### src/lpr_pkg.sv
`timescale 1ns / 1ps

package lpr_pkg;

   localparam int INTERFACES = 16;

   localparam logic FUNC_ADD     = 1'b0;
   localparam logic FUNC_FORWARD = 1'b1;

   // Classification made at the front, carried through the queue.
   localparam logic [1:0] K_ADD     = 2'd0;
   localparam logic [1:0] K_FWD     = 2'd1;
   localparam logic [1:0] K_EXPIRED = 2'd2;
   localparam logic [1:0] K_REJECT  = 2'd3;

   localparam logic [2:0] ST_FORWARDED   = 3'd0;
   localparam logic [2:0] ST_TTL_EXPIRED = 3'd1;
   localparam logic [2:0] ST_NO_ROUTE    = 3'd2;
   localparam logic [2:0] ST_ADDED       = 3'd3;
   localparam logic [2:0] ST_REJECTED    = 3'd4;

   typedef struct packed {
      logic [1:0]  kind;
      logic [31:0] prefix;
      logic [5:0]  len;
      logic        has_gw;
      logic [31:0] gw;
      logic [3:0]  itf;
      logic [31:0] dst;
      logic [7:0]  ttl;
   } job_type;

   typedef struct packed {
      logic [31:0] prefix;
      logic [5:0]  len;
      logic        has_gw;
      logic [31:0] gw;
      logic [3:0]  itf;
   } entry_type;

   // Lengths above 32 saturate to a full mask.
   function automatic logic [31:0] prefix_mask(input logic [5:0] len);
      logic [5:0] n;
      begin
         n = (len > 6'd32) ? 6'd32 : len;
         prefix_mask = ~(32'hFFFF_FFFF >> n);
      end
   endfunction

endpackage

### src/lpr_front.sv
`timescale 1ns / 1ps

module lpr_front
   import lpr_pkg::*;
(
   input  logic        req_valid,
   output logic        req_stall,
   input  logic        req_func,
   input  logic [31:0] req_route_prefix,
   input  logic [5:0]  req_prefix_length,
   input  logic        req_has_next_hop,
   input  logic [31:0] req_next_hop_addr,
   input  logic [3:0]  req_out_interface,
   input  logic [31:0] req_dst_addr,
   input  logic [7:0]  req_ttl_in,
   input  logic        q_full,
   output logic        q_push,
   output job_type     q_job
);

   logic itf_bad;

   assign itf_bad   = 9'(req_out_interface) >= 9'(INTERFACES);
   assign req_stall = q_full;
   assign q_push    = req_valid;

   always_comb begin
      q_job.prefix = req_route_prefix;
      q_job.len    = req_prefix_length;
      q_job.has_gw = req_has_next_hop;
      q_job.gw     = req_has_next_hop ? req_next_hop_addr : 32'd0;
      q_job.itf    = req_out_interface;
      q_job.dst    = req_dst_addr;
      q_job.ttl    = req_ttl_in - 8'd1;
      if (req_func == FUNC_ADD) begin
         q_job.kind = itf_bad ? K_REJECT : K_ADD;
      end else begin
         q_job.kind = (req_ttl_in <= 8'd1) ? K_EXPIRED : K_FWD;
      end
   end

endmodule

### config.mk
export PLATFORM = sky130hd
export DESIGN_NAME = lpr_front
export DESIGN_NICKNAME = d
export VERILOG_FILES = /design/src/lpr_pkg.sv /design/src/lpr_front.sv
export SDC_FILE = /design/constraint.sdc
export NUM_CORES = 1
export LEC_CHECK = 0
export BUFFER_PORTS_ARGS = -buffer_cell sky130_fd_sc_hd__buf_2
export CELL_PAD_IN_SITES_DETAIL_PLACEMENT = 0
export CELL_PAD_IN_SITES_GLOBAL_PLACEMENT = 1
export CORE_AREA = 2 2 94 96
export DETAILED_ROUTE_END_ITERATION = 8
export DIE_AREA = 0 0 96 98
export PLACE_DENSITY = 0.85
export SLEW_MARGIN = 20
export SYNTH_ARGS = -nofsm -noshare
export SYNTH_HDL_FRONTEND = slang
export SYNTH_SLANG_ARGS = --single-unit
export TNS_END_PERCENT = 10
### constraint.sdc
create_clock -name vclk -period 1.51
set_input_delay 0.151 -clock vclk [all_inputs]
set_output_delay 0.151 -clock vclk [all_outputs]
set_load 0.02 [all_outputs]
==> impl_results.md <==
* Status: finished clean
* Antenna violations before repair at 0
* Initial drt markers at 28
* Die height at 98 um
* Crit path time final at 1.501 ns
* Layout area overhead at 3.585%
* Sequential area share after synthesis at 0
* Final instance area at 1012 um^2
* DRC Markers at 0
* Core Area at 8466 um^2
* Required @ worst endpoint at 1.36 ns
* FILL cells at 981
* Max cap viols at 0
* Sequential cell count at 0
* Detail Placement HPWL at 2.217 mm
* Compound-gate portion of the synthesized area at 0.007682
* First-pass GRT wire length at 3.546 mm
* Slew @ Worst Pin at 0.3551 ns
* Max-slew violations at 0
* Placed Instance Area at 985.9 um^2
* Clkbuf count at 0
* Number of global-route vias before repair at 739
* CTS Hold Bufs at 0
* Avg WL per Cell at 9.921 um
* Crit Path Category: input pin to output pin
* Via density at 2.996
* Avg Cell Area, Syn at 7.238 um^2
* Die Wd at 96 um
* Die area at 9408 um^2
* Placed insts at 252
* Drt first pass iters at 4
* Largest family of logic cells by synthesized area: buffers and inverters
* Layout Utilization at 0.1196
* Yosys warns at 0
* Setup Viol. Count Final at 0
* Setup TNS at 0 ns
* Final nets at 266
* Post-synthesis simple-gate area fraction at 0.3035
* Leak Pwr at 0.5683 nW
* Seq. cell area at 0 um^2
* Cell variety after synth at 15
* Most frequent cells in the layout: 79 x buf_2, 33 x and2_1, 7 x buf_4
* Slew margin rel. at 0.7632
* XOR/XNOR Fraction of Synth Area at 0.04481
* Share of post-route cells with drive strength above 1 at 0.6528
* Fmax at 0.6664 GHz
* Routed Antenna Nets at 0
* All-layer global routing usage at 0.04589
* Mapped Cells at 135
* Worst Path Max Fanout at 3
* Placer congestion estimate at 0.7567
* Post-synthesis mux area share at 0
* Boundary pin count at 237
* Initial Util at 0.1154
* Ant. Diodes at 0
* Total number of vias at 755
* Final wirelength at 2.500 mm
* Area of the multi-input gates at 380.4 um^2
* # rows at 34
* Hold path endpoint: q_job[108]
* Tcrit/Tclk final at 0.9938
* Worst min path class: input pin to output pin
* Post-Synth Adder-Cell Area at 0.02561
* Design Power at 291.8 uW
* Worst VDD drop at 0.00008382 V
* I/O Buffers at 85
* Post-Syn Area at 977.2 um^2
* Syn nets at 255
* Final Hold Fails at 0
* RSZ-0062 raised after global routing: true
* CP Launch Type: input pin
* Worst EP arrival at 1.35 ns
* PD cells at 288.3 nW/um^2
* Post-CTS setup buffer count at 0
* Commonest non-fill, non-tap cell in the layout: buf_2
* Worst hold stages at 0
* Worst Setup End Kind: output pin
* Min-delay src: req_route_prefix[25]
* Final non-filler cell total at 252
* Total congestion overflow at 0
* Critical Path Source: req_ttl_in[5]
* Largest net degree at the start of global routing at 34
[routing by layer]
metal | track usage | wire length [um] | share of wire
met1 | 0.05447 | 896 | 0.36
met2 | 0.06517 | 1057 | 0.42
met3 | 0.01698 | 347 | 0.14
met4 | 0.03626 | 199 | 0.080
met5 | 0 | 0 | 0
[area by class of cell]
cell class	count	area share
repair buffers	89	0.4759
inverters	4	0.01483
well taps	108	0.1335
multi-input cells	51	0.3758
[cells in the mapped netlist]
| cell | n | area [um^2] |
|---|---|---|
| nor4_4 | 2 | 42.54 |
| or4_1 | 1 | 7.510 |
| clkbuf_1 | 3 | 11.26 |
| and2_1 | 33 | 206.5 |
| nor2_1 | 3 | 11.26 |
| or4_4 | 1 | 11.26 |
| inv_1 | 4 | 15.01 |
| buf_4 | 77 | 578.1 |
| ha_1 | 2 | 25.02 |
| nand2_1 | 1 | 3.750 |
| xnor2_1 | 1 | 8.760 |
| o31ai_1 | 1 | 7.510 |
| nor2b_1 | 1 | 6.260 |
| xor2_1 | 4 | 35.03 |
| or3_2 | 1 | 7.510 |
[worst max-delay path by stage]
stage / slack [ns] / cells past startpoint / to
3_5_place_dp: -0.03 / 5 / q_job[116]
2_1_floorplan: 0.08 / 5 / q_job[4]
5_1_grt: -0.04 / 5 / q_job[116]
3_3_place_gp: -0.02 / 5 / q_job[116]
4_1_cts: 0.01 / 5 / q_job[116]
6_report: 0.009 / 5 / q_job[116]
[kinds of logic after synthesis]
kind of cell,count (synthesis)
compound gates,1
buf+inv,84
fa+ha+maj,2
xor+xnor,5
simple gates,43
[timing repair]
action	CTS	global route
resized for setup	5	3
endpoints found under the setup margin	1	4
cloned	0	0
pin swaps	1	2
[critical path: stages]
cell,delay (ns)
buf_6,0.09
or4_4,0.57
nor4_4,0.24
and2_1,0.18
buf_6,0.12
[power by group]
part / internal [mW] / switching, mW / leakage, nW
Sequential: 0 / 0 / 0
Clock: 0 / 0 / 0
Combinational: 0.127 / 0.165 / 0.568
Total: 0.127 / 0.165 / 0.568
[per-stage QoR]
| stage | hold WS, ns | setup slack (ns) |
|---|---|---|
| after global routing | 0.3020 | -0.03900 |
| after CTS | 0.3021 | 0.01105 |
| after global placement | 0.3021 | -0.01580 |
| final | 0.3020 | 0.009351 |
| after detailed placement | 0.3021 | -0.02981 |
| after floorplan | 0.3884 | 0.07853 |
No activity file was read; power rests on OpenSTA's default activity.
