### src/lpr_pkg.sv
`timescale 1ns / 1ps

package lpr_pkg;

   localparam int INTERFACES = 16;

   localparam logic FUNC_ADD     = 1'b0;
   localparam logic FUNC_FORWARD = 1'b1;

   // Classification made at the front, carried through the queue.
   localparam logic [1:0] K_ADD     = 2'd0;
   localparam logic [1:0] K_FWD     = 2'd1;
   localparam logic [1:0] K_EXPIRED = 2'd2;
   localparam logic [1:0] K_REJECT  = 2'd3;

   localparam logic [2:0] ST_FORWARDED   = 3'd0;
   localparam logic [2:0] ST_TTL_EXPIRED = 3'd1;
   localparam logic [2:0] ST_NO_ROUTE    = 3'd2;
   localparam logic [2:0] ST_ADDED       = 3'd3;
   localparam logic [2:0] ST_REJECTED    = 3'd4;

   typedef struct packed {
      logic [1:0]  kind;
      logic [31:0] prefix;
      logic [5:0]  len;
      logic        has_gw;
      logic [31:0] gw;
      logic [3:0]  itf;
      logic [31:0] dst;
      logic [7:0]  ttl;
   } job_type;

   typedef struct packed {
      logic [31:0] prefix;
      logic [5:0]  len;
      logic        has_gw;
      logic [31:0] gw;
      logic [3:0]  itf;
   } entry_type;

   // Lengths above 32 saturate to a full mask.
   function automatic logic [31:0] prefix_mask(input logic [5:0] len);
      logic [5:0] n;
      begin
         n = (len > 6'd32) ? 6'd32 : len;
         prefix_mask = ~(32'hFFFF_FFFF >> n);
      end
   endfunction

endpackage

### src/lpr_queue.sv
`timescale 1ns / 1ps

module lpr_queue
   import lpr_pkg::*;
(
   input  logic    clock,
   input  logic    reset,
   input  logic    push,
   input  job_type push_job,
   output logic    full,
   input  logic    pop,
   output logic    not_empty,
   output job_type head_job
);

   job_type    entries_ff [2];
   logic       wr_ptr_ff, wr_ptr_in;
   logic       rd_ptr_ff, rd_ptr_in;
   logic [1:0] cnt_ff, cnt_in;
   logic       do_push, do_pop;

   assign full      = (cnt_ff == 2'd2);
   assign not_empty = (cnt_ff != 2'd0);
   assign head_job  = entries_ff[rd_ptr_ff];
   assign do_push   = push && !full;
   assign do_pop    = pop && not_empty;

   always_comb begin
      wr_ptr_in = do_push ? ~wr_ptr_ff : wr_ptr_ff;
      rd_ptr_in = do_pop ? ~rd_ptr_ff : rd_ptr_ff;
      cnt_in    = cnt_ff + {1'b0, do_push} - {1'b0, do_pop};
   end

   always_ff @(posedge clock) begin
      if (reset) begin
         wr_ptr_ff <= 1'b0;
         rd_ptr_ff <= 1'b0;
         cnt_ff    <= 2'd0;
      end else begin
         wr_ptr_ff <= wr_ptr_in;
         rd_ptr_ff <= rd_ptr_in;
         cnt_ff    <= cnt_in;
      end
   end

   always_ff @(posedge clock) begin
      if (do_push) begin
         entries_ff[wr_ptr_ff] <= push_job;
      end
   end

endmodule

### config.mk
export PLATFORM = sky130hd
export DESIGN_NAME = lpr_queue
export DESIGN_NICKNAME = d
export VERILOG_FILES = /design/src/lpr_pkg.sv /design/src/lpr_queue.sv
export SDC_FILE = /design/constraint.sdc
export NUM_CORES = 1
export LEC_CHECK = 0
export BUFFER_PORTS_ARGS = -buffer_cell sky130_fd_sc_hd__buf_2
export CORE_AREA = 2 2 125 187
export CTS_BUF_LIST = sky130_fd_sc_hd__clkbuf_16
export DETAILED_ROUTE_END_ITERATION = 8
export DIE_AREA = 0 0 127 189
export GPL_ROUTABILITY_DRIVEN = 0
export SYNTH_ARGS = -nofsm -noshare
export SYNTH_HDL_FRONTEND = slang
export SYNTH_SLANG_ARGS = --single-unit
### constraint.sdc
create_clock -name clock -period 8.8 [get_ports clock]
set_clock_uncertainty 0.2 [all_clocks]
set_input_delay 0.44 -clock clock [delete_from_list [all_inputs] [get_ports clock]]
set_output_delay 0.44 -clock clock [all_outputs]
set_load 0.01 [all_outputs]
==> results.md <==
* Synth area leader: edfxtp_1
* Initial antenna violation count at 3
* Max-slew headroom at 0.240
* Die width at 127 µm
* Post-synth top area share at 0.800
* Synth Area in XOR/XNOR at 0.00299
* Largest net degree at the start of global routing at 84
* Post-synth EDFFs at 234
* GRT met2 Usage at 0.276
* Top cells by area, synth: edfxtp_1 (80%), mux2_2 (11%), mux2_4 (5.1%), dfxtp_1 (1.1%), buf_6 (0.64%)
* Yosys reg bits at 239
* Core area at 22300 µm²
* Initial Util at 0.394
* Clock Latency Late Sink at 0.50 ns
* RSZ-0062 raised after global routing: no
* Via count at 4944
* Area Growth Syn to Fin at 38.5%
* DR WL/cell at 16.9 µm
* Lkg Pwr at 4.66 nW
* Crit path kind: reg2out
* Die Footprint at 24000 µm²
* Final WL at 17.9 mm
* Sequential element share of the synthesized area at 0.811
* Cts bufs inserted at 23
* Tmin final at 3.50 ns
* CTS tree: done
* Die Y at 189 µm
* Adder and majority cell fraction of the synthesized area at 0.00285
* CP top delay family: buffers and inverters
* Syn Std Cell Area at 8790 µm²
* Clk pin slew, worst setup/hold paths at 0.06 ns
* Cell with the most instances after synthesis: edfxtp_1
* Final Max Tran Viols at 0
* Drt pass-1 iters at 4
* Design Area, Final at 12200 µm²
* Synth Net Count at 513
* Cells along the critical path: buf_4 -> mux2_2 -> buf_2
* FF/Latch Area at 7130 µm²
* Ports at 240
* Synth Area in Compound Gates at 0.00199
* Predominant post-synthesis flop cell: edfxtp_1
* Congestion Overflow GR at 0
* Crit-path slowest cell: dfxtp_4
* Status: complete, no violations
* Crit path DAT at 2.86 ns
* Placed wire-length estimate at 11.2 mm
* Final worst-path cycle share at 0.398
* Largest family of logic cells by synthesized area: multiplexers
* Syn avg cell area at 22.5 µm²
* Placement Cell Area at 10300 µm²
* Highest clock rate at 0.286 GHz
* Required time of the critical path at 8.16 ns
* Antenna Nets Post-Route at 0
* Fill count at 1782
* Vias per cell at 4.67
* GRT met3 Usage at 0.0384
* Post-synthesis mux area share at 0.163
* Worst Path Buf+Inv at 2
* First-pass GRT wire length at 27.7 mm
* Initial DRC count at 233
* Max incr delay on CP at 0.86 ns
* Met1 Usage GRT at 0.159
* Syn Inst Count at 390
* TritonCTS Sinks at 239
* CTS H-tree lvls at 1
* GRT Total Usage at 0.146
* Synth async-reset ratio at 0
* Synth top cells by count: edfxtp_1 (234), mux2_2 (87), mux2_4 (30)
* CTS Root Cell: clkbuf_16
* Clk buf depth at 3
* Final routed DRC violation total at 0
* Worst Tran Pin Value at 1.14 ns
* Synth Area in Simple Gates at 0.00555
* Netlist cell types at 20
* Peak VDD IR at 0.000204 V
* Layout cells sized above 1 at 0.506
* GRT busiest layer: met2
* CP startpoint kind: register
* Power Density at 257 nW/µm²
* Crit. End Element: output pin
* # setup viols final at 0
* WHS at 0.165 ns
* Worst Hold Class: in2reg
* Final hold violation count at 0
* Total negative slack at 0 ns
* Port Buf Inserts at 239
* Layout net count at 885
* Vias in the first global route at 5394
* Total of max-cap violations at 0
* Synth warnings at 0
* Row count at 67
* CP Max Fanout at 64
* Multi-input logic area at 1550 µm²
* Post-CTS sizing at 0
report_power, final:
| part | switching, W | internal (W) | total (W) |
|---|---|---|---|
| clock | 0.000397 | 0.000533 | 0.000930 |
| combinational | 0.000350 | 0.000370 | 0.000720 |
| sequential | 0.0000662 | 0.00141 | 0.00148 |
| total | 0.000813 | 0.00232 | 0.00313 |
sequential cells by signal, summed over array words and instances, names as in the netlist, named ones only:
| register | cells |
|---|---|
| cnt_ff | 2 |
| entries_ff | 234 |
| rd_ptr_ff | 1 |
| wr_ptr_ff | 1 |
worst register-to-register path, delay by kind of cell (launching register included):
kind	cells	cell delay, ns
flops	1	0.37
simple gates	2	0.53
buf+inv	3	1.42
per-stage QoR:
stage	total power (W)	cells	setup WS (ns)	utilization
3_3_place_gp	0.00218	895	5.77	0.460
4_1_cts	0.00318	1055	5.18	0.545
6_report	0.00313	1058	5.30	0.546
2_1_floorplan	0.00195	390	4.89	-
5_1_grt	0.00328	1058	5.09	0.546
3_5_place_dp	0.00220	895	5.73	0.460
kinds of logic (layout without fill, tap and decap cells):
logic type,after synthesis,count (layout)
flip-flops,239,239
multiplexers,117,117
buffers and inverters,17,406
AND/OR/NAND/NOR,9,9
AO/OA/AOI/OAI,3,3
XOR/XNOR,3,3
adder cells (fa/ha/maj),2,2
other,0,3
placed cells by master (no fill, tap or decap), types with 2 or more instances in the layout:
cell / count
diode_2: 3
xnor2_1: 2
mux2_2: 87
ha_1: 2
buf_4: 3
dlygate4sd3_1: 118
bufinv_16: 2
edfxtp_1: 234
dfxtp_1: 4
clkbuf_16: 23
nor2_1: 3
inv_1: 8
clkinv_1: 7
mux2_4: 30
clkinv_2: 3
buf_2: 239
layout make-up:
type / count / area share
Multi-Input combinational cell: 134 / 0.128
Timing Repair Buffer: 360 / 0.197
Tap cell: 276 / 0.0284
Clock buffer: 23 / 0.0473
Inverter: 4 / 0.00144
Sequential cell: 239 / 0.586
Antenna cell: 3 / 0.000617
Clock inverter: 19 / 0.0112
final timing paths:
kind         startpoint                end  slack, ns  cells after the start
min                 pop          rd_ptr_ff       0.17                      4
max            register       head_job[15]       5.30                      3
min reg2reg   rd_ptr_ff          rd_ptr_ff       0.31                      2
max reg2reg   cnt_ff[0]  entries_ff[0][14]       5.85                      5
repair_timing:
action | 4_1_cts | 5_1_grt
hold endpoints to repair | 239 | 0
hold buffers | 118 | 0
setup buffers | 0 | 0
per-layer routing:
layer  share of wire  vias up
met5               0        -
met4           0.020        0
met3           0.063       30
met2            0.55      167
met1            0.36     2445
li1                -     2302
Power figures use the tool's default switching activity.
